`src/design/ttpc_pkg.sv`:
```
// Shared types and constants of the tidal turbine power curve block.
package ttpc_pkg;

   localparam logic [1:0] MODE_CUBIC = 2'd0;
   localparam logic [1:0] MODE_EXP   = 2'd1;

   localparam logic [1:0] CSR_MODE  = 2'd0;
   localparam logic [1:0] CSR_SPEED = 2'd1;
   localparam logic [1:0] CSR_CAP   = 2'd2;

   localparam int VEL_W   = 15;
   localparam int SPEED_W = 14;
   localparam int CAP_W   = 16;
   localparam int POWER_W = 24;
   localparam int FRAC_W  = 17;
   localparam int QUO_W   = 17;
   localparam int DEN_W   = 42;
   localparam int NUM_W   = 59;

   localparam logic [FRAC_W-1:0] FRAC_ONE = 17'h10000;

   typedef struct packed {
      logic zero;
      logic full;
      logic is_exp;
   } side_type;

endpackage

```
`src/design/ttpc_div.sv`:
```
// Pipelined restoring divider, one quotient bit per stage.
module ttpc_div import ttpc_pkg::*; (
   input  logic               clock,
   input  logic               reset,
   input  logic               adv,
   input  logic               valid_i,
   input  logic [NUM_W-1:0]   num_i,
   input  logic [DEN_W-1:0]   den_i,
   input  side_type           side_i,
   output logic               valid_o,
   output logic [QUO_W-1:0]   quo_o,
   output side_type           side_o
);

   logic               vld_ff  [QUO_W];
   logic [NUM_W-1:0]   rem_ff  [QUO_W];
   logic [DEN_W-1:0]   den_ff  [QUO_W];
   logic [QUO_W-1:0]   quo_ff  [QUO_W];
   side_type           side_ff [QUO_W];

   for (genvar s = 0; s < QUO_W; s++) begin : g_stage
      logic               vld_prev;
      logic [NUM_W-1:0]   rem_prev, sub_d;
      logic [DEN_W-1:0]   den_prev;
      logic [QUO_W-1:0]   quo_prev;
      side_type           side_prev;
      logic               take;

      if (s == 0) begin : g_first
         assign vld_prev  = valid_i;
         assign rem_prev  = num_i;
         assign den_prev  = den_i;
         assign quo_prev  = '0;
         assign side_prev = side_i;
      end else begin : g_next
         assign vld_prev  = vld_ff[s-1];
         assign rem_prev  = rem_ff[s-1];
         assign den_prev  = den_ff[s-1];
         assign quo_prev  = quo_ff[s-1];
         assign side_prev = side_ff[s-1];
      end

      // Trial-subtract the divisor aligned to this quotient bit.
      assign sub_d = NUM_W'(den_prev) << (QUO_W - 1 - s);
      assign take  = (rem_prev >= sub_d);

      always_ff @(posedge clock) begin
         if (reset) begin
            vld_ff[s] <= 1'b0;
         end else if (adv) begin
            vld_ff[s] <= vld_prev;
         end
      end

      always_ff @(posedge clock) begin
         if (adv) begin
            rem_ff[s]  <= take ? (rem_prev - sub_d) : rem_prev;
            den_ff[s]  <= den_prev;
            quo_ff[s]  <= {quo_prev[QUO_W-2:0], take};
            side_ff[s] <= side_prev;
         end
      end
   end

   assign valid_o = vld_ff[QUO_W-1];
   assign quo_o   = quo_ff[QUO_W-1];
   assign side_o  = side_ff[QUO_W-1];

endmodule

```
`config.mk`:
```
export PLATFORM = sky130hd
export DESIGN_NAME = ttpc_div
export DESIGN_NICKNAME = d
export VERILOG_FILES = /design/src/design/ttpc_pkg.sv /design/src/design/ttpc_div.sv
export SDC_FILE = /design/constraint.sdc
export NUM_CORES = 2
export LEC_CHECK = 0
export BUFFER_PORTS_ARGS = -buffer_cell sky130_fd_sc_hd__buf_2
export CELL_PAD_IN_SITES_DETAIL_PLACEMENT = 1
export CELL_PAD_IN_SITES_GLOBAL_PLACEMENT = 1
export CORE_ASPECT_RATIO = 0.8
export CORE_UTILIZATION = 45
export DETAILED_ROUTE_END_ITERATION = 6
export GPL_TIMING_DRIVEN = 0
export PLACE_DENSITY = 0.83
export SETUP_SLACK_MARGIN = 0.05
export SYNTH_ARGS = -nofsm -noshare
export SYNTH_HDL_FRONTEND = slang
export SYNTH_SLANG_ARGS = --single-unit
```
`constraint.sdc`:
```
create_clock -name clock -period 3.5 [get_ports clock]
set_clock_uncertainty 0.15 [all_clocks]
set_input_delay 0.7 -clock clock [delete_from_list [all_inputs] [get_ports clock]]
set_output_delay 0.7 -clock clock [all_outputs]
set_load 0.03 [all_outputs]
```
== Word level (Yosys, flattened, before mapping) ==
Memories as Yosys holds them, arrays and structs flattened.
Index checks and enable logic that the tools add are counted.

* Logic and storage cells: 96
* Input bits: 108
* Output and inout bits: 21
* Bits in writable memories: 2074
* Memories kept: 5
* Flip-flop bits (word level): 0

* Bitwise operators: 17
* Add/subtract/negate cells: 17
* Multiplexer cells: 40
* $lt $le $gt $ge: 17

{| class="wikitable"
|+ Memory list
! name !! depth !! width !! read ports !! clocked after memory_dff !! write ports !! RTL line !! text
|-
| rem_ff || 17 || 59 || 16 || 0 || 17 || ttpc_div.sv:16 || <nowiki>logic [NUM_W-1:0] rem_ff [QUO_W];</nowiki>
|-
| den_ff || 17 || 42 || 16 || 0 || 17 || ttpc_div.sv:17 || <nowiki>logic [DEN_W-1:0] den_ff [QUO_W];</nowiki>
|-
| quo_ff || 17 || 17 || 17 || 0 || 17 || ttpc_div.sv:18 || <nowiki>logic [QUO_W-1:0] quo_ff [QUO_W];</nowiki>
|-
| side_ff || 17 || 3 || 17 || 0 || 17 || ttpc_div.sv:19 || <nowiki>side_type side_ff [QUO_W];</nowiki>
|-
| vld_ff || 17 || 1 || 17 || 0 || 17 || ttpc_div.sv:15 || <nowiki>logic vld_ff [QUO_W];</nowiki>
|}

{| class="wikitable"
|+ Operators with widths
! operator !! number
|-
| $mux W59 || 17
|-
| $ge A59 B42 Y1 || 1
|-
| $ge A59 B43 Y1 || 1
|-
| $ge A59 B44 Y1 || 1
|-
| $ge A59 B45 Y1 || 1
|-
| $ge A59 B46 Y1 || 1
|-
| $ge A59 B47 Y1 || 1
|-
| $ge A59 B48 Y1 || 1
|-
| $ge A59 B49 Y1 || 1
|-
| $ge A59 B50 Y1 || 1
|-
| $ge A59 B51 Y1 || 1
|-
| $ge A59 B52 Y1 || 1
|-
| $ge A59 B53 Y1 || 1
|-
| $ge A59 B54 Y1 || 1
|-
| $ge A59 B55 Y1 || 1
|-
| $ge A59 B56 Y1 || 1
|-
| $ge A59 B57 Y1 || 1
|-
| $ge A59 B58 Y1 || 1
|-
| $sub A59 B42 Y59 || 1
|-
| $sub A59 B43 Y59 || 1
|-
| $sub A59 B44 Y59 || 1
|-
| $sub A59 B45 Y59 || 1
|-
| $sub A59 B46 Y59 || 1
|-
| $sub A59 B47 Y59 || 1
|-
| other kinds (13) || 51
|}

== Logic depth before layout (Yosys ltp) ==
* Word-level depth: 4
* Gate-level depth with buffers: 16
* Mapped depth without buffers: 15

== Least setup slack after synthesis ==
OpenSTA, ideal clock, no wires.

* Kind: reg-to-reg
* Start: memory rem_ff[4][11], in the netlist rem_ff[0][247]
* End: memory rem_ff[5][27], in the netlist rem_ff[0][322], data pin
* Setup slack: -0.294 ns
* Stages on the path, launching flop included: 17
* Buffers on the path: 2
* Data arrival time: 3.373 ns
* Path through: edfxtp_1 > inv_1 > ha_1 > inv_1 > fa_1 > a211oi_1 > o21a_1 > o41ai_1 > a211o_1 > a311oi_2 > o31ai_2 > and3_1 > a211o_1 > buf_4 > clkbuf_1 > nor2_1 > a21oi_1

{| class="wikitable"
|+ RTL lines
! what !! RTL line
|-
| start: declaration || ttpc_div.sv:16
|}

==> results by group <==
Status
  – Outcome: finished with violations
  – Violated checks: DRC, capacitance limit, slew limit, setup timing

Critical path
  – Crit path required time: 3990 ps
  – Slowest cell on crit path: edfxtp_1
  – Crit path largest cell delay: ~530 ps
  – CP endpoint kind: flip-flop
  – Crit path max fanout: 3
  – Flop-to-flop setup slack: -830 ps
  – CP Cell Sequence: ha_4, inv_2, fa_2, a21o_1, a21oi_4, o21a_1, o31ai_4, buf_4, a21oi_4, o2111ai_4, buf_4, nand2_2, or3b_4, o311ai_4, xnor2_2
  – Startpoint Class: flip-flop
  – Worst EP arrival: roughly 4800 ps
  – Critical path class: reg -> reg

Drt
  – Via count: 89,300
  – WL/cell: between 20 and 30 um
  – Final wirelength: 416,000 um
  – Routed vias/inst: 6.23
  – Antenna Violating Nets Remaining: 0
  – Initial DRC count: 10,500
  – DR pass1 iterations: 7
  – Post-route DRC violation count: 6

Place
  – Placed Cells: 13,300
  – Pre-CTS setup slack: -2320 ps
  – IO Port Bufs: 128
  – GPL Wtd Cong: between 0.9 and 1
  – DP Wirelength: ~270,000 um

Yosys
  – Net count after synthesis: 10,800
  – Yosys Warn Count: 0
  – Yosys top cell area share: 51.9%
  – Seq/Total Area, Yosys: between 50% and 60%
  – Synth Flop Type: edfxtp_1
  – Count leader, synth: edfxtp_1
  – Avg Inst Size Synth: about 11 sq um
  – Synth cell types: 112
  – Mapped Cells: 9,980
  – Synthesized cell area: 0.106 sq mm
  – Synth area leader: edfxtp_1
  – Commonest cells in the netlist: 1,837 x edfxtp_1, 1,007 x a21oi_1, 920 x inv_1, 774 x nand2_1, 714 x ha_1
  – Flops & latches, synth: 1,837
  – Number of synthesized flops with an enable pin: 1,837
  – Synth top area cells: edfxtp_1 52%, ha_1 8.4%, a21oi_1 4.7%, xnor2_1 3.6%, inv_1 3.2%
  – Synth async-reset ratio: 0%

Finish
  – Layout cells sized above 1: 25.7%
  – Total Nets Final: 11,900
  – Layout Area Growth over Synthesis: 29.1%
  – Non-Filler Instances: 14,300

Global route
  – Global route total overflow: 0
  – Antenna violations before repair: 23
  – GR Util All Layers: 30.9%
  – First-pass GRT wire length: 559,000 um
  – Vias in the first global route: 87,100
  – Largest net degree at the start of global routing: 191

STA
  – Fmax: about 0.23 GHz
  – Final setup fails: 801
  – Max-slew violations: 3
  – Slew margin rel.: -15.6%
  – Worst setup margin: -829 ps
  – Minimum clock period: approximately 4300 ps
  – Setup TNS: -279,580 ps
  – Final Hold Viols: 0
  – Worst-Margin Slew: 1720 ps
  – RSZ-0062 raised after global routing: yes
  – Fin crit share: 124%

CTS
  – CTS tree: done
  – Clock tree buffer depth: 4
  – TritonCTS buffer count: 203
  – H-tree levels: 4
  – Clock Pin Slew Worst Setup and Hold Paths: 80 ps
  – Clk_lat worst skew: 940 ps
  – Clock tree sinks: 1,837
  – Root Buffer: clkbuf_16

Floorplan
  – Starting Density: 45.3%
  – Full die area: approximately 0.24 sq mm
  – I/O pin total: ~130
  – Die height: 437 um
  – Die W: 546 um
  – # rows: between 150 and 200
  – Core Box Area: 0.235 sq mm

Hold path
  – Worst Hold Class: in -> reg

Power
  – Tot Pwr: 121 mW
  – Pwr Density: between 800 and 900 mW/mm^2
  – Max VDD drop: 0.483 mV
  – Leakage: 54.5 nW

Run
  – Max-cap violation count: 1
flip-flops by register name (all words and copies together) (netlist names):
signal / count
den_ff: 672
quo_ff: 153
rem_ff: 944
vld_ff: 17
side_ff: 51
layout make-up:
type | count | area (sq um)
multi-input cells | 6884 | 56100
repair buffers | 972 | 9520
inverters | 925 | 3550
flip-flops and latches | 1837 | 55200
plain buffers | 217 | 2550
clock buffers | 234 | 5240
well taps | 3139 | 3930
fillers | 23800 | 97400
clock inverters | 123 | 1290
diodes | 9 | 22.5
routing by layer:
| layer | vias to the layer above | GRT usage, % | routed length [um] | part of all wire, % |
|---|---|---|---|---|
| met5 | - | 0 | 25 | 0.0060 |
| met4 | 4 | 9.91 | 17200 | 4.1 |
| met3 | 953 | 6.11 | 39600 | 9.5 |
| met2 | 4329 | 46.3 | 183000 | 44 |
| met1 | 45300 | 44.7 | 176000 | 42 |
| li1 | 38700 | - | - | - |
metrics by stage:
step | hold slack [ps] | instance area (sq um) | util [%]
after CTS | 0.292 | 128000 | 54.5
after floorplan | 250 | 107000 | -
after detailed placement | 255 | 112000 | 47.6
final | 22.2 | 137000 | 58.5
after global routing | 19.4 | 137000 | 58.5
after global placement | 250 | 111000 | 47.4
cells by family (layout without fill, tap and decap cells):
logic type / after synthesis / in the layout / share of synthesized area, %
adder cells (fa/ha/maj): 730 / 730 / 8.70
multiplexers: 111 / 111 / 1.17
flip-flops: 1837 / 1837 / 51.9
AO/OA/AOI/OAI: 2797 / 2797 / 16.3
buffers and inverters: 1259 / 2471 / 4.52
XOR/XNOR: 735 / 735 / 6.05
other: 0 / 9 / 0
AND/OR/NAND/NOR: 2511 / 2511 / 11.4
cells in the final DEF, fill, tap and decap left out, types with 127 or more instances in the layout:
cell type,instances
a21o_1,419
a21oi_1,753
a21oi_2,172
buf_2,145
buf_4,552
clkbuf_16,268
edfxtp_1,1837
ha_1,525
inv_1,875
nand2_1,625
nand3_1,127
nand4_1,195
nor2_1,505
o21ai_0,390
o21ai_2,135
xnor2_1,414
xor2_1,289
final timing paths:
path,from,end,cells after the start
worst max-delay path,den_ff[0][336]$_DFFE_PP_,rem_ff[0][586]$_DFFE_PP_,15
worst min-delay path,num_i[48],rem_ff[0][48]$_DFFE_PP_,3
worst max register to register,den_ff[0][336]$_DFFE_PP_,rem_ff[0][586]$_DFFE_PP_,15
worst min register to register,quo_ff[1][73]$_DFFE_PP_,quo_ff[1][91]$_DFFE_PP_,0
critical path, delay by kind of cell (launching register included):
kind / cells / cell delay [ps]
compound gates: 7 / 1730
flops: 1 / 530
simple gates: 2 / 510
xor+xnor: 1 / 130
fa+ha+maj: 2 / 490
buf+inv: 3 / 470
what timing repair did:
action	4_1_cts	5_1_grt
pin swaps	252	469
cloned	35	39
hold endpoints to repair	82	0
hold buffers	82	0
resized for setup	1329	1540
endpoints found under the setup margin	1169	1339
setup buffers	281	414
power by group:
group	internal (mW)	switching [mW]	leakage, nW	total, mW
combinational	25.8	36.1	33.5	61.9
clock	12.5	9.66	3.18	22.2
sequential	32.0	5.33	17.9	37.4
No activity file was read; power rests on OpenSTA's default activity.
