--- config.mk ---
export PLATFORM = sky130hd
export DESIGN_NAME = ttpc_interp
export DESIGN_NICKNAME = d
export VERILOG_FILES = /design/src/design/ttpc_pkg.sv /design/src/design/ttpc_interp.sv
export SDC_FILE = /design/constraint.sdc
export NUM_CORES = 1
export LEC_CHECK = 0
export BUFFER_PORTS_ARGS = -buffer_cell sky130_fd_sc_hd__buf_2
export CORE_MARGIN = 10
export CORE_UTILIZATION = 55
export DETAILED_ROUTE_END_ITERATION = 10
export PLACE_DENSITY_LB_ADDON = 0.1
export SYNTH_ARGS = -nofsm -noshare
export SYNTH_HDL_FRONTEND = slang
export SYNTH_SLANG_ARGS = --single-unit
--- constraint.sdc ---
create_clock -name clock -period 20.6 [get_ports clock]
set_clock_uncertainty 0.05 [all_clocks]
set_input_delay 2.06 -clock clock [delete_from_list [all_inputs] [get_ports clock]]
set_output_delay 2.06 -clock clock [all_outputs]
set_load 0.05 [all_outputs]
--- src/design/ttpc_pkg.sv ---
// Shared types and constants of the tidal turbine power curve block.
package ttpc_pkg;

   localparam logic [1:0] MODE_CUBIC = 2'd0;
   localparam logic [1:0] MODE_EXP   = 2'd1;

   localparam logic [1:0] CSR_MODE  = 2'd0;
   localparam logic [1:0] CSR_SPEED = 2'd1;
   localparam logic [1:0] CSR_CAP   = 2'd2;

   localparam int VEL_W   = 15;
   localparam int SPEED_W = 14;
   localparam int CAP_W   = 16;
   localparam int POWER_W = 24;
   localparam int FRAC_W  = 17;
   localparam int QUO_W   = 17;
   localparam int DEN_W   = 42;
   localparam int NUM_W   = 59;

   localparam logic [FRAC_W-1:0] FRAC_ONE = 17'h10000;

   typedef struct packed {
      logic zero;
      logic full;
      logic is_exp;
   } side_type;

endpackage

--- src/design/ttpc_interp.sv ---
// Exponential curve: table lookup with linear interpolation.
module ttpc_interp import ttpc_pkg::*; #(
   parameter int DEPTH = 64
) (
   input  logic               clock,
   input  logic               reset,
   input  logic               adv,
   input  logic               valid_i,
   input  logic [QUO_W-1:0]   quo_i,
   input  side_type           side_i,
   output logic               valid_o,
   output logic [FRAC_W-1:0]  frac_o,
   output logic [QUO_W-1:0]   quo_o,
   output side_type           side_o
);

   localparam int PTR_W = $clog2(DEPTH + 1);
   localparam int P_W   = 16 + PTR_W;

   // Long division for the table build at elaboration.
   function automatic longint unsigned udiv(input longint unsigned a,
                                            input longint unsigned b);
      longint unsigned q, r;
      q = '0;
      r = '0;
      for (int i = 63; i >= 0; i--) begin
         r = {r[62:0], a[i]};
         if (r >= b) begin
            r    = r - b;
            q[i] = 1'b1;
         end
      end
      return q;
   endfunction

   function automatic logic signed [17:0] exp_point(input int k);
      longint unsigned den, x, term, ex, em;
      longint num, q;
      den  = 64'd100000 * 64'(DEPTH);
      x    = udiv(((64'd125909 * 64'(k)) << 30) + den / 2, den);
      term = 64'd1 << 30;
      ex   = term;
      for (int n = 1; n <= 24; n++) begin
         term = udiv(term * x, 64'(n) << 30);
         ex   = ex + term;
      end
      em  = udiv((64'd1 << 60) + ex / 2, ex);
      num = 64'sd169215 * longint'(em) - 64'sd69215 * (64'sd1 <<< 30);
      if (num >= 0)
         q = (num + 64'sd819200000) / 64'sd1638400000;
      else
         q = -((-num + 64'sd819200000) / 64'sd1638400000);
      return q[17:0];
   endfunction

   logic signed [17:0] tab [DEPTH+1];

   for (genvar k = 0; k <= DEPTH; k++) begin : g_tab
      localparam logic signed [17:0] POINT = exp_point(k);
      assign tab[k] = POINT;
   end

   logic                      vld1_ff, vld2_ff, vld3_ff, vld4_ff;
   logic [PTR_W-1:0]          idx1_ff;
   logic [15:0]               w1_ff, w2_ff;
   logic signed [17:0]        t0_ff, t1_ff;
   logic signed [35:0]        m0_ff, m1_ff;
   logic [FRAC_W-1:0]         f4_ff;
   logic [QUO_W-1:0]          q1_ff, q2_ff, q3_ff, q4_ff;
   side_type                  s1_ff, s2_ff, s3_ff, s4_ff;

   logic [P_W-1:0]            p;
   logic [PTR_W-1:0]          idx_raw, idx1_in, idx_nx;
   logic signed [36:0]        acc;
   logic [36:0]               acc_rnd;
   logic [FRAC_W-1:0]         f4_in;

   always_comb begin
      p       = P_W'(quo_i[15:0]) * P_W'(DEPTH);
      idx_raw = p[P_W-1:16];
      idx1_in = (idx_raw >= PTR_W'(DEPTH)) ? PTR_W'(DEPTH - 1) : idx_raw;
      idx_nx  = idx1_ff + PTR_W'(1);
   end

   always_comb begin
      acc     = 37'(m0_ff) + 37'(m1_ff);
      acc_rnd = 37'(acc) + 37'd32768;
      // Negative results round toward at most zero, so clamp them straight to zero.
      if (acc[36])
         f4_in = '0;
      else if (acc_rnd[36:16] > 21'(FRAC_ONE))
         f4_in = FRAC_ONE;
      else
         f4_in = acc_rnd[16 +: FRAC_W];
   end

   always_ff @(posedge clock) begin
      if (reset) begin
         vld1_ff <= 1'b0;
         vld2_ff <= 1'b0;
         vld3_ff <= 1'b0;
         vld4_ff <= 1'b0;
      end else if (adv) begin
         vld1_ff <= valid_i;
         vld2_ff <= vld1_ff;
         vld3_ff <= vld2_ff;
         vld4_ff <= vld3_ff;
      end
   end

   always_ff @(posedge clock) begin
      if (adv) begin
         idx1_ff <= idx1_in;
         w1_ff   <= p[15:0];
         q1_ff   <= quo_i;
         s1_ff   <= side_i;
         t0_ff   <= tab[idx1_ff];
         t1_ff   <= tab[idx_nx];
         w2_ff   <= w1_ff;
         q2_ff   <= q1_ff;
         s2_ff   <= s1_ff;
         m0_ff   <= t0_ff * $signed({1'b0, FRAC_ONE - 17'(w2_ff)});
         m1_ff   <= t1_ff * $signed({2'b00, w2_ff});
         q3_ff   <= q2_ff;
         s3_ff   <= s2_ff;
         f4_ff   <= f4_in;
         q4_ff   <= q3_ff;
         s4_ff   <= s3_ff;
      end
   end

   assign valid_o = vld4_ff;
   assign frac_o  = f4_ff;
   assign quo_o   = q4_ff;
   assign side_o  = s4_ff;

endmodule

# Word-level counts from Yosys, hierarchy flattened
# Memories as Yosys holds them, arrays and structs flattened. A register that Yosys moved wholly into a read port is not among the register bits.
# Cells that the tools add are included.
# totals
memories	2
reg_bits	199
rom_bits	4608
elab_cells	42
out_inout_bits	38
inputBits	24
# classes
bitwise	2
n_mul	2
n_lt_le_gt_ge	2
muxes	1
n_reduce_logical	1
addsub	4
# mem_list
memory	depth	width	rd	rd_ports_with_merged_regs	write_ports	line_no	text
(no name shown)	128	18	1	1	0	ttpc_interp.sv:118	t1_ff <= tab[idx_nx];
(no name shown)	128	18	1	1	0	ttpc_interp.sv:117	t0_ff <= tab[idx1_ff];
# ops
operator	n
$add 36x35->37	1
$add 37x16->37 const B	1
$mul 18x18->36	1
$mul 18x11->29	1
$gt 21x17->1 const B	1
$mux 17	1
$sub 17x16->17 const A	1
$not 7->8	2
$add 7x1->7 const B	1
$ge 6x7->1 const B	1
$reduce_or 2->1	1

# Longest topological paths before layout
# depth
word_depth	4
depth_mapped	31
ltp_nobuf	28

# Worst setup path after synthesis
# No wires, ideal clock.
# synth_timing
path_kind	flip-flop to flip-flop
start	reg q2_ff[0] (netlist name)
end	reg m0_ff[35], data pin
setup_time_ns	0.261
required_ns	20.289
arrival_ns	6.892
slack_ns	13.397
path_buffers	3
path_stages_with_launch	29
period_less_slack_ns	7.203
cell_sequence	edfxtp_1 -> clkbuf_1 -> clkbuf_1 -> inv_1 -> ha_1 -> xnor2_1 -> clkbuf_1 -> nand2_1 -> fa_1 -> inv_1 -> ha_1 -> fa_1 -> inv_1 -> fa_1 -> inv_1 -> fa_1 -> ha_1 -> ha_1 -> a21o_1 -> a21oi_1 -> o21bai_1 -> a21oi_1 -> o21ai_0 -> a41oi_1 -> a21boi_0 -> a31oi_1 -> o21ai_0 -> nor4_1 -> a311o_1
# synth_rtl
element	line_no	text
to (signal assigned)	ttpc_interp.sv:122	m0_ff <= t0_ff * $signed({1'b0, FRAC_ONE - 17'(w2_ff)});
to (decl)	ttpc_interp.sv:67	logic signed [35:0] m0_ff, m1_ff;

==> impl_metrics.csv <==
group,metric,value,unit
run_status,status,"finished, final reports clean",
cells_and_area,area_delta_synth_final,5.314,%
routing,drtPass1Iterations,6,
synth,syn_area,0.02555,mm^2
routing,wl,61.51,mm
cts,ctsHoldBuffers,0,
die,initial_core_util,55.93,%
sta,fin_crit,8.109,ns
grt,grt_use_met2,36.08,%
synth,syn-instance-count,2691,
cts,clockBufferDepth,2,
routing,drtIter0Drc,1750,
cts,path_clk_slew,0.09,ns
sta,rsz0062_at_grt,"no",
critical_path,cp_max_fo,22,
critical_path,cpMostUsedCell,"fa_1",
cts,cts_setup_buffers,0,
critical_path,path_depth,21,
die,die_x,235.5,um
run,maxCapViolations,0,
critical_path,critPathRequiredTime,20.82,ns
sta,tns,0,ns
critical_path,path_cells,"inv_1, ha_1, nand3_1, xor2_2, nand2_1, fa_1, inv_1, fa_1, fa_1, fa_1, fa_1, ha_1, ha_1, nand2_1, o21ai_0, a41oi_1, a21boi_0, a31oi_1, o21ai_0, nor4_1, a311o_1",
placed_design,place_congestion,0.8907,
cts,cts_sinks,196,
sta,slew_headroom,19.39,%
grt,grt_start_max_net_pins,122,
die,num_io_pins,62,
critical_path,slowest_delay,0.85,ns
synth,synth_top_area_share,26.64,%
critical_path,path_buf_inv,2,
grt,antenna_found_initial,0,
sta,fin_crit_sh,39.36,%
cts,cts-resized-gates,0,
die,coreArea,0.04567,mm^2
synth,syn_area_per_cell,9.493,um^2
grt,grt_use_met3,3.777,%
placed_design,port_buffers,61,
cts,root_buffer,"clkbuf_16",
critical_path,crit_path_end_kind,"flop",
die,rows,78,
synth,synthFlopType,"edfxtp_1",
sta,whs,0.3595,ns
grt,met1_usage,31.12,%
cells_and_area,antenna_cells,0,
routing,viasPerCell,5.762,
grt,grt_pass1_wl,102.1,mm
grt,grt_pass1_vias,19160,
sta,finalMaxSlewViolations,0,
cells_and_area,layout_common_cells,"inv_1, fa_1, nand2_1, ha_1, edfxtp_1",
routing,ant_nets,0,
worst_hold_path,min_delay_path_depth,0,
synth,ys_ff_latch,196,
cells_and_area,final_common_cell,"inv_1",
cells_and_area,drive_gt1_share,6.358,%
critical_path,critPathTopFamily,"adder cells",
grt,grt_busiest_layer,"met2",
cts,cts_max_level,4,
die,dieHeight,235.5,um
critical_path,arrival,8.33,ns
sta,max_freq,123.3,MHz
routing,vias,18770,
sta,tightestPinTransition,1.201,ns
synth,synth_area_leader_cell,"fa_1",
synth,ys_top_cells_by_area,"fa_1, edfxtp_1, ha_1, inv_1, nand2_1",
cts,clk_latency,0.52,ns
cts,numCtsBuffers,17,
placed_design,hpwl,46.29,mm
grt,grt.total_usage,22.71,%
synth,async_reset_ff_share,0,%
synth,synth_edf_count,192,
cells_and_area,nets,3228,
cells_and_area,fillers,3965,
critical_path,cp-start-kind,"flop",
critical_path,slowest_stage,"edfxtp_1",
cts,cts_tree,"built",
synth,synth_nets,3274,
worst_hold_path,hp-class,"reg -> reg",
cells_and_area,final_core_util,58.90,%
synth,synth-warning-count,0,
sta,final-setup-viol-count,0,
sta,final_hold_viol_count,0,
critical_path,path_class,"reg -> reg",
grt,grt.overflow.total,0,
critical_path,reg2reg_depth,21,
routing,routedWlPerCell,18.88,um
routing,route.detailed.drc,0,
synth,seq_area_frac_synth,22.88,%
die,dieArea,0.05547,mm^2
synth,synthDistinctLibCells,81,
==> cell type report <==
cell class	count	area (um^2)	area share (%)
multi-input combinational	1933	17620	65.49
sequential	196	5846	21.73
inverter	410	1539	5.720
tap	600	750.7	2.790
timing repair buffer	87	509.2	1.893
clock buffer	17	425.4	1.581
clock inverter	15	215.2	0.7999
==> logic make-up after synthesis <==
group	Yosys count	synth area share, %
flip-flops	196	22.88
XOR/XNOR	104	3.595
AND/OR/NAND/NOR	798	15.04
AO/OA/AOI/OAI	452	11.69
multiplexers	20	1.102
adder cells (fa/ha/maj)	559	37.37
buffers and inverters	562	8.326
==> path summary, 6_finish.rpt <==
check / start / endpoint / slack, ns
min reg2reg: q3_ff[8]$_DFFE_PP_ / quo_o[8]$_DFFE_PP_ / 0.36
max: q2_ff[1]$_DFFE_PP_ / m0_ff[35]$_DFFE_PP_ / 12.49
min: q3_ff[8]$_DFFE_PP_ / quo_o[8]$_DFFE_PP_ / 0.36
max reg2reg: q2_ff[1]$_DFFE_PP_ / m0_ff[35]$_DFFE_PP_ / 12.49
==> cell usage after synthesis, drive strengths merged (5+ instances only) <==
library cell	n
ha	219
o21ai	95
or3	11
clkbuf	138
o31ai	12
o21bai	8
and3	11
edfxtp	192
a31oi	17
o311ai	10
a211oi	39
or2	6
nand2	336
nor3	42
o221ai	5
fa	340
a21boi	5
mux2	5
nor2b	15
o211ai	29
a21oi	143
a211o	5
mux4	6
a21o	25
xor2	28
nand3	31
nor2	118
and2	174
a221oi	11
o21a	10
nor4	6
inv	410
xnor2	76
nor3b	7
nand4	12
buf	14
o22ai	7
nand2b	17
mux2i	9
==> metrics by stage <==
| stage | worst slack [ns] | area [um^2] | std cells |
|---|---|---|---|
| after global placement | 12.76 | 26260 | 3226 |
| after detailed placement | 12.59 | 26260 | 3226 |
| after floorplan | 13.40 | 25550 | 2691 |
| final | 12.49 | 26900 | 3258 |
| after CTS | 12.57 | 26900 | 3258 |
| after global routing | 12.08 | 26900 | 3258 |
==> routing by layer <==
metal  wire length, um  part of all wire [%]  vias to the layer above
li1                  -                     -                     8740
met4              1420                   2.3                        0
met2             29020                    47                      612
met3              3614                   5.9                       88
met5                 0                     0                        -
met1             27450                    45                     9331
==> flip-flops by register name, indices dropped and copies added (netlist names) <==
| register | count |
|---|---|
| m0_ff | 30 |
| m1_ff | 29 |
| t0_ff | 18 |
| t1_ff | 18 |
| frac_o | 17 |
| q2_ff | 17 |
| q3_ff | 17 |
| quo_o | 17 |
| q1_ff | 11 |
| idx1_ff | 6 |
| s1_ff | 3 |
| s2_ff | 3 |
| s3_ff | 3 |
| side_o | 3 |
| valid_o | 1 |
| vld1_ff | 1 |
| vld2_ff | 1 |
| vld3_ff | 1 |
Power is left out: the tool's default activity adds up to more than one toggle a clock period on the data nets, which glitch-free logic cannot reach.
