<file path="src/design/ttpc_pkg.sv">
// Shared types and constants of the tidal turbine power curve block.
package ttpc_pkg;

   localparam logic [1:0] MODE_CUBIC = 2'd0;
   localparam logic [1:0] MODE_EXP   = 2'd1;

   localparam logic [1:0] CSR_MODE  = 2'd0;
   localparam logic [1:0] CSR_SPEED = 2'd1;
   localparam logic [1:0] CSR_CAP   = 2'd2;

   localparam int VEL_W   = 15;
   localparam int SPEED_W = 14;
   localparam int CAP_W   = 16;
   localparam int POWER_W = 24;
   localparam int FRAC_W  = 17;
   localparam int QUO_W   = 17;
   localparam int DEN_W   = 42;
   localparam int NUM_W   = 59;

   localparam logic [FRAC_W-1:0] FRAC_ONE = 17'h10000;

   typedef struct packed {
      logic zero;
      logic full;
      logic is_exp;
   } side_type;

endpackage

</file>
<file path="src/design/ttpc_front.sv">
// Front end: range checks, cubes and divider operand set-up.
module ttpc_front import ttpc_pkg::*; (
   input  logic                      clock,
   input  logic                      reset,
   input  logic                      adv,
   input  logic                      req_valid,
   input  logic signed [VEL_W-1:0]   req_current_speed,
   input  logic [1:0]                mode,
   input  logic [SPEED_W-1:0]        design_speed,
   output logic                      valid_o,
   output logic [NUM_W-1:0]          num_o,
   output logic [DEN_W-1:0]          den_o,
   output side_type                  side_o
);

   logic                     vld1_ff, vld2_ff, vld3_ff, vld4_ff;
   logic signed [VEL_W-1:0]  v1_ff;
   logic [SPEED_W-1:0]       vm2_ff, d2_ff, dmv2_ff, dmv3_ff, d3s_ff;
   logic [2*SPEED_W-1:0]     vv2_ff, dd2_ff;
   logic [DEN_W-1:0]         v3_ff, d3_ff;
   side_type                 side2_ff, side3_ff, side4_ff;
   logic [NUM_W-1:0]         num4_ff;
   logic [DEN_W-1:0]         den4_ff;

   logic                     vpos;
   logic [SPEED_W-1:0]       vm;
   logic [22:0]              v20, d3x, v4, d5, v100, d29, d165;
   logic                     cub_out, exp_out;
   side_type                 side2_in;
   logic [NUM_W-1:0]         num4_in;
   logic [DEN_W-1:0]         den4_in;

   always_comb begin
      vpos = !v1_ff[VEL_W-1] && (|v1_ff[VEL_W-2:0]);
      vm   = v1_ff[SPEED_W-1:0];
      v20  = 23'(vm) * 23'd20;
      d3x  = 23'(design_speed) * 23'd3;
      v4   = 23'(vm) * 23'd4;
      d5   = 23'(design_speed) * 23'd5;
      v100 = 23'(vm) * 23'd100;
      d29  = 23'(design_speed) * 23'd29;
      d165 = 23'(design_speed) * 23'd165;
      cub_out = (v20 < d3x) || (v4 > d5);
      exp_out = (v100 < d29) || (v100 > d165);
      side2_in.is_exp = (mode == MODE_EXP);
      side2_in.full   = (vm > design_speed);
      side2_in.zero   = !vpos
                        || ((mode != MODE_CUBIC) && (mode != MODE_EXP))
                        || ((mode == MODE_CUBIC) && cub_out)
                        || ((mode == MODE_EXP) && exp_out);
   end

   always_comb begin
      if (side3_ff.is_exp) begin
         num4_in = {{(NUM_W-SPEED_W-16){1'b0}}, dmv3_ff, 16'h0000};
         den4_in = DEN_W'(d3s_ff);
      end else begin
         num4_in = {1'b0, v3_ff, 16'h0000} + NUM_W'(d3_ff >> 1);
         den4_in = d3_ff;
      end
   end

   always_ff @(posedge clock) begin
      if (reset) begin
         vld1_ff <= 1'b0;
         vld2_ff <= 1'b0;
         vld3_ff <= 1'b0;
         vld4_ff <= 1'b0;
      end else if (adv) begin
         vld1_ff <= req_valid;
         vld2_ff <= vld1_ff;
         vld3_ff <= vld2_ff;
         vld4_ff <= vld3_ff;
      end
   end

   always_ff @(posedge clock) begin
      if (adv) begin
         v1_ff    <= req_current_speed;
         vm2_ff   <= vm;
         d2_ff    <= design_speed;
         vv2_ff   <= (2*SPEED_W)'(vm) * (2*SPEED_W)'(vm);
         dd2_ff   <= (2*SPEED_W)'(design_speed) * (2*SPEED_W)'(design_speed);
         dmv2_ff  <= design_speed - vm;
         side2_ff <= side2_in;
         v3_ff    <= DEN_W'(vv2_ff) * DEN_W'(vm2_ff);
         d3_ff    <= DEN_W'(dd2_ff) * DEN_W'(d2_ff);
         dmv3_ff  <= dmv2_ff;
         d3s_ff   <= d2_ff;
         side3_ff <= side2_ff;
         num4_ff  <= num4_in;
         den4_ff  <= den4_in;
         side4_ff <= side3_ff;
      end
   end

   assign valid_o = vld4_ff;
   assign num_o   = num4_ff;
   assign den_o   = den4_ff;
   assign side_o  = side4_ff;

endmodule

</file>
<file path="config.mk">
export PLATFORM = sky130hd
export DESIGN_NAME = ttpc_front
export DESIGN_NICKNAME = d
export VERILOG_FILES = /design/src/design/ttpc_pkg.sv /design/src/design/ttpc_front.sv
export SDC_FILE = /design/constraint.sdc
export NUM_CORES = 2
export LEC_CHECK = 0
export BUFFER_PORTS_ARGS = -buffer_cell sky130_fd_sc_hd__buf_2
export CORE_MARGIN = 2
export CORE_UTILIZATION = 40
export DETAILED_ROUTE_END_ITERATION = 16
export PLACE_DENSITY = 0.58
export SLEW_MARGIN = 20
export SYNTH_ARGS = -nofsm -noshare
export SYNTH_HDL_FRONTEND = slang
export SYNTH_SLANG_ARGS = --single-unit
</file>
<file path="constraint.sdc">
create_clock -name clock -period 8.5 [get_ports clock]
set_clock_uncertainty 0.1 [all_clocks]
set_input_delay 0.85 -clock clock [delete_from_list [all_inputs] [get_ports clock]]
set_output_delay 0.85 -clock clock [all_outputs]
set_load 0.02 [all_outputs]
</file>
Yosys cells after proc, flatten, opt, wreduce, memory -nomap -nowiden
Index checks and enable logic that the tools add are counted.
{ "totals": {"output_inout_bits": 105, "reg_bits": 339} }
{ "op_classes": {"mux": 2, "n_mul": 10, "order_cmp": 5, "add_sub_neg": 2, "eq_ne": 2, "n_reduce_logical": 14} }
{ "op_table": {"columns": ["op", "n"], "rows": [
  ["multiplier 28 x 14 -> 42 bit", 2],
  ["adder 58 x 41 -> 59 bit", 1],
  ["multiplier 14 x 14 -> 28 bit", 2],
  ["multiplier 14 x 5 -> 19 bit, second input constant", 2],
  ["multiplier 14 x 3 -> 17 bit, second input constant", 2],
  ["2-to-1 mux 30 bit", 1],
  ["> comparator 21 x 22 -> 1 bit", 1],
  ["multiplier 14 x 8 -> 22 bit, second input constant", 1],
  ["less-than comparator 21 x 19 -> 1 bit", 1],
  ["less-than comparator 19 x 16 -> 1 bit", 1],
  ["> comparator 16 x 17 -> 1 bit", 1],
  ["multiplier 14 x 2 -> 16 bit, second input constant", 1],
  ["> comparator 14 bit", 1],
  ["2-to-1 mux 14 bit", 1],
  ["OR reduction 14 bit", 1],
  ["subtractor 14 bit", 1],
  ["logical OR 1 bit", 5],
  ["logical AND 1 bit", 4],
  ["equality test 2 x 1 -> 1 bit, second input constant", 1],
  ["zero test 1 bit", 2],
  ["zero test 2 bit", 1],
  ["inequality test 2 x 1 -> 1 bit, second input constant", 1],
  ["nonzero test 2 bit", 1]
]} }

Depth between registers and ports, before layout
{ "depth": {"ltp_word": 6, "depth_mapped": 27} }

Worst setup path before layout
OpenSTA, ideal clock, no wires.
{ "synth_timing": {"kind": "input to register", "from": "in design_speed[9]", "to": "reg dd2_ff[26], data pin", "arrival_time_ns": 6.103, "path_stages": 20, "t_required_ns": 8.138, "path_slack_ns": 2.035, "setup_ns": 0.262, "path_cell_list": "clkinv_1 > nor2_1 > fa_1 > fa_1 > fa_1 > inv_1 > fa_1 > inv_1 > fa_1 > inv_1 > fa_1 > inv_1 > ha_1 > o21ai_0 > a2111oi_0 > nor2b_1 > a21oi_1 > a21oi_1 > mux2i_1 > nand3_1"} }
{ "synth_via": {"elab_chain_len": 1} }
{ "synth_lines": {"columns": ["item", "line_no", "source"], "rows": [
  ["from (decl)", "ttpc_front.sv:9", "input logic [SPEED_W-1:0] design_speed,"],
  ["multiplier 14 x 14 -> 28 bit", "ttpc_front.sv:83", "dd2_ff <= (2*SPEED_W)'(design_speed) * (2*SPEED_W)'(design_speed);"],
  ["to (signal assigned)", "ttpc_front.sv:83", null],
  ["to (decl)", "ttpc_front.sv:19", "logic [2*SPEED_W-1:0] vv2_ff, dd2_ff;"]
]} }
No other way between the ends.
A chain may end at the register's enable or synchronous reset.

Worst setup path after layout
{ "layout_timing": {"from": "reg vm2_ff[2]", "to": "reg v3_ff[28], data pin"} }
{ "layout_via": {"elab_chain_len": 1} }
{ "layout_lines": {"columns": ["item", "line_no", "source"], "rows": [
  ["from (decl)", "ttpc_front.sv:18", "logic [SPEED_W-1:0] vm2_ff, d2_ff, dmv2_ff, dmv3_ff, d3s_ff;"],
  ["from (signal assigned)", "ttpc_front.sv:80", "vm2_ff <= vm;"],
  ["multiplier 28 x 14 -> 42 bit", "ttpc_front.sv:86", "v3_ff <= DEN_W'(vv2_ff) * DEN_W'(vm2_ff);"],
  ["to (signal assigned)", "ttpc_front.sv:86", null],
  ["to (decl)", "ttpc_front.sv:20", "logic [DEN_W-1:0] v3_ff, d3_ff;"]
]} }
No other way between the ends.

==> metrics.txt <==
# TYPE chip_impl_metric gauge
chip_impl_metric{name="drv_slew",unit=""} 0
chip_impl_metric{name="numCtsBuffers",unit=""} 42
chip_impl_metric{name="grt_pass1_wl",unit="um"} 229000
chip_impl_metric{name="yosysTopAreaCellShare",unit=""} 0.325
chip_impl_metric{name="timing.slew.headroom",unit=""} 0.286
chip_impl_metric{name="height_of_the_chip",unit="um"} 377
chip_impl_info{name="layout_commonest_cell",value="inv_1"} 1
chip_impl_metric{name="register_area",unit="um2"} 9900
chip_impl_metric{name="fraction_of_the_mapped_netlist_area_in_compound_gates",unit=""} 0.0764
chip_impl_metric{name="drt_first_iter_violations",unit=""} 2512
chip_impl_metric{name="clock_tree.htree_level_count",unit=""} 2
chip_impl_metric{name="io_pins",unit=""} 140
chip_impl_metric{name="core_area",unit="um2"} 138000
chip_impl_info{name="min-delay-path-class",value="input port to register"} 1
chip_impl_metric{name="clock_insertion_delay_worst_skew",unit="ns"} 0.63
chip_impl_metric{name="clkTransAtPathRegs",unit="ns"} 0.06
chip_impl_info{name="global_route.peak_usage_layer",value="met2"} 1
chip_impl_metric{name="rows",unit=""} 136
chip_impl_metric{name="final.min_clock_period",unit="ns"} 7.16
chip_impl_metric{name="synth_async_sr_flop_share",unit=""} 0
chip_impl_info{name="critical_path.slowest_cell",value="edfxtp_1"} 1
chip_impl_metric{name="post_cts.repair.setup_buffers",unit=""} 0
chip_impl_metric{name="detailroute.via_count",unit=""} 38914
chip_impl_metric{name="hold_violations",unit=""} 0
chip_impl_metric{name="wl_per_cell",unit="um"} 18.9
chip_impl_info{name="synth_top_cell_by_area",value="fa_1"} 1
chip_impl_metric{name="netlist-cell-type-count",unit=""} 78
chip_impl_metric{name="layout-drive-gt1-share",unit=""} 0.0550
chip_impl_info{name="synth_top_family_by_area",value="adder cells"} 1
chip_impl_metric{name="die_width",unit="um"} 377
chip_impl_info{name="layout.cells.most_common_list",value="inv_1 (1144), fa_1 (900), ha_1 (696)"} 1
chip_impl_metric{name="synth-warning-count",unit=""} 0
chip_impl_metric{name="yosys_register_bits",unit=""} 331
chip_impl_info{name="criticalPathCategory",value="register to register"} 1
chip_impl_metric{name="timing.reg2reg.worst_path_depth",unit=""} 21
chip_impl_metric{name="placed_wire_length_estimate_after_detailed_placement",unit="um"} 115000
chip_impl_metric{name="port-buffer-count",unit=""} 139
chip_impl_metric{name="synth_seq_area_share",unit=""} 0.178
chip_impl_metric{name="ant_nets",unit=""} 0
chip_impl_metric{name="drt_first_pass_iters",unit=""} 6
chip_impl_metric{name="post_cts.resized_instances",unit=""} 0
chip_impl_metric{name="drt-total-wl",unit="um"} 143000
chip_impl_metric{name="max_cap_violations",unit=""} 0
chip_impl_metric{name="critical_path_arrival",unit="ns"} 7.39
chip_impl_metric{name="vias_per_cell",unit=""} 5.12
chip_impl_metric{name="nets",unit=""} 7400
chip_impl_info{name="cts_tree",value="built"} 1
chip_impl_metric{name="hold_ws",unit="ns"} 0.305
chip_impl_metric{name="grt_util_met1",unit=""} 0.306
chip_impl_metric{name="synth.area.mux_share",unit=""} 0.00435
chip_impl_info{name="run_status",value="finished clean"} 1
chip_impl_metric{name="layout_worst_path_cycle_share",unit=""} 0.842
chip_impl_info{name="cpMostUsedCell",value="fa_1"} 1
chip_impl_metric{name="post_synth_xor_area_fraction",unit=""} 0.0368
chip_impl_info{name="synth.area.top_cells",value="fa_1 (32%), edfxtp_1 (18%), ha_1 (16%), inv_1 (7.7%), and2_1 (4.4%)"} 1
chip_impl_metric{name="finalCoreUtilization",unit=""} 0.434
chip_impl_metric{name="initial_antenna_violation_count",unit=""} 6
chip_impl_metric{name="worst_hold_path.num_cells",unit=""} 1
chip_impl_metric{name="grt_overflow",unit=""} 0
chip_impl_metric{name="synth_enable_flop_cells",unit=""} 327
chip_impl_info{name="cts_root_buffer",value="clkbuf_16"} 1
chip_impl_metric{name="globalplace.congestion",unit=""} 0.894
chip_impl_metric{name="design.die.area",unit="um2"} 142000
chip_impl_metric{name="area_delta_synth_final",unit="%"} 7.69
chip_impl_metric{name="synth_area_per_cell",unit="um2"} 9.79
chip_impl_metric{name="worst-path-max-fanout",unit=""} 27
chip_impl_info{name="crit_path_cell_trace",value="and2_1 > fa_1 > inv_1 > fa_1 > inv_1 > fa_1 > fa_1 > fa_1 > inv_1 > fa_1 > inv_1 > ha_1 > o21ai_0 > nand2_1 > a32oi_1 > o21ai_1 > a221o_1 > a221oi_1 > o22ai_1 > o22ai_1 > xnor2_1"} 1
chip_impl_metric{name="multiInputGateArea",unit="um2"} 40800
chip_impl_metric{name="worstMarginPinSlew",unit="ns"} 1.06
chip_impl_metric{name="floorplan.initialDensity",unit=""} 0.403
chip_impl_metric{name="grt_pass1_vias",unit=""} 40560
chip_impl_metric{name="grt_util_met2",unit=""} 0.327
chip_impl_metric{name="crit_required",unit="ns"} 8.73
chip_impl_metric{name="max_stage_delay",unit="ns"} 0.78
chip_impl_metric{name="tritoncts_sinks",unit=""} 331
chip_impl_metric{name="synth-adder-area-share",unit=""} 0.481
chip_impl_info{name="critPathLaunchType",value="register"} 1
chip_impl_info{name="ys.flop_type",value="edfxtp_1"} 1
chip_impl_metric{name="synth_simple_gate_area_frac",unit=""} 0.134
chip_impl_metric{name="maximum_number_of_pins_on_one_net_before_global_route_repair",unit=""} 173
chip_impl_info{name="rsz0062_at_grt",value="no"} 1
chip_impl_info{name="kind_of_end_point_of_the_critical_path",value="register"} 1
chip_impl_metric{name="final.setup.tns",unit="ns"} 0
chip_impl_metric{name="setup-violations-final",unit=""} 0
chip_impl_metric{name="fmax",unit="MHz"} 140
chip_impl_metric{name="synth_cells",unit=""} 5669
chip_impl_metric{name="drc_errors_left",unit=""} 0
chip_impl_metric{name="mapped_cell_area",unit="um2"} 55500
chip_impl_metric{name="track_usage",unit=""} 0.206
chip_impl_metric{name="n_fill_cell",unit=""} 13300
chip_impl_metric{name="gr-usage-met3",unit=""} 0.0247
chip_impl_metric{name="cts_hold_buf",unit=""} 0
chip_impl_metric{name="cts-root-to-sink-buffers",unit=""} 3
layer usage:
metal  wire (um)  part of all wire
met1       69000              0.48
met2       64500              0.45
met3        7830             0.055
met4        2120             0.015
met5          27           0.00019
kinds of logic (layout without fill, tap and decap cells):
| logic type | Yosys count | in the layout |
|---|---|---|
| flip-flops | 331 | 331 |
| buffers and inverters | 1312 | 1427 |
| multiplexers | 22 | 22 |
| AND/OR/NAND/NOR | 1528 | 1528 |
| AO/OA/AOI/OAI | 645 | 645 |
| XOR/XNOR | 233 | 233 |
| other | 2 | 21 |
| adder cells (fa/ha/maj) | 1596 | 1596 |
cells in the mapped netlist, types with 39 or more instances:
cell type / instances
xor2_1: 73
a21oi_1: 188
clkbuf_1: 153
nor2_1: 234
o21a_1: 39
xnor2_1: 160
o21ai_0: 105
a21o_1: 81
nand2_1: 573
edfxtp_1: 327
nand3_1: 56
fa_1: 900
nor3_1: 67
nor2b_1: 88
and2_1: 391
ha_1: 696
inv_1: 1144
registers in the layout, summed over array words and instances, names as in the netlist:
name,flops
d2_ff,14
d3_ff,41
d3s_ff,14
dd2_ff,26
den_o,39
dmv2_ff,14
dmv3_ff,14
num_o,59
side2_ff,3
side3_ff,3
side_o,3
v1_ff,15
v3_ff,42
valid_o,1
vld1_ff,1
vld2_ff,1
vld3_ff,1
vm2_ff,14
vv2_ff,26
worst paths after layout:
kind                   startpoint                   end  slack (ns)
min reg2reg  dmv2_ff[0]$_DFFE_PP_  dmv3_ff[0]$_DFFE_PP_        0.32
max           vm2_ff[2]$_DFFE_PP_   v3_ff[28]$_DFFE_PP_        1.34
min          req_current_speed[6]    v1_ff[6]$_DFFE_PP_        0.31
max reg2reg   vm2_ff[2]$_DFFE_PP_   v3_ff[28]$_DFFE_PP_        1.34
stage by stage:
stage,setup WS [ns],std cells,cell area (um2)
2_1_floorplan,2.03,5685,55600
3_3_place_gp,1.32,7517,58400
3_5_place_dp,1.19,7517,58400
4_1_cts,1.30,7592,59800
5_1_grt,0.853,7594,59800
6_report,1.34,7597,59800
area by class of cell:
cell class / count / area share
multi-input combinational: 4042 / 0.682
sequential: 331 / 0.166
inverter: 1152 / 0.0723
tap: 1794 / 0.0375
timing repair buffer: 200 / 0.0199
clock buffer: 44 / 0.0177
clock inverter: 31 / 0.00527
antenna: 3 / 0.000126
worst max-delay path, delay by kind of cell, from the launching register on:
family	cells	cell delay (ns)
adders and majority gates	7	3.32
DFF	1	0.78
xor gates and xnor gates	1	0.08
buffers and inverters	4	0.21
AOI/OAI and AO/OA	7	1.93
and+or+nand+nor	2	0.46
Power is left out: the tool's default activity adds up to more than one toggle a clock period on the data nets, which glitch-free logic cannot reach.
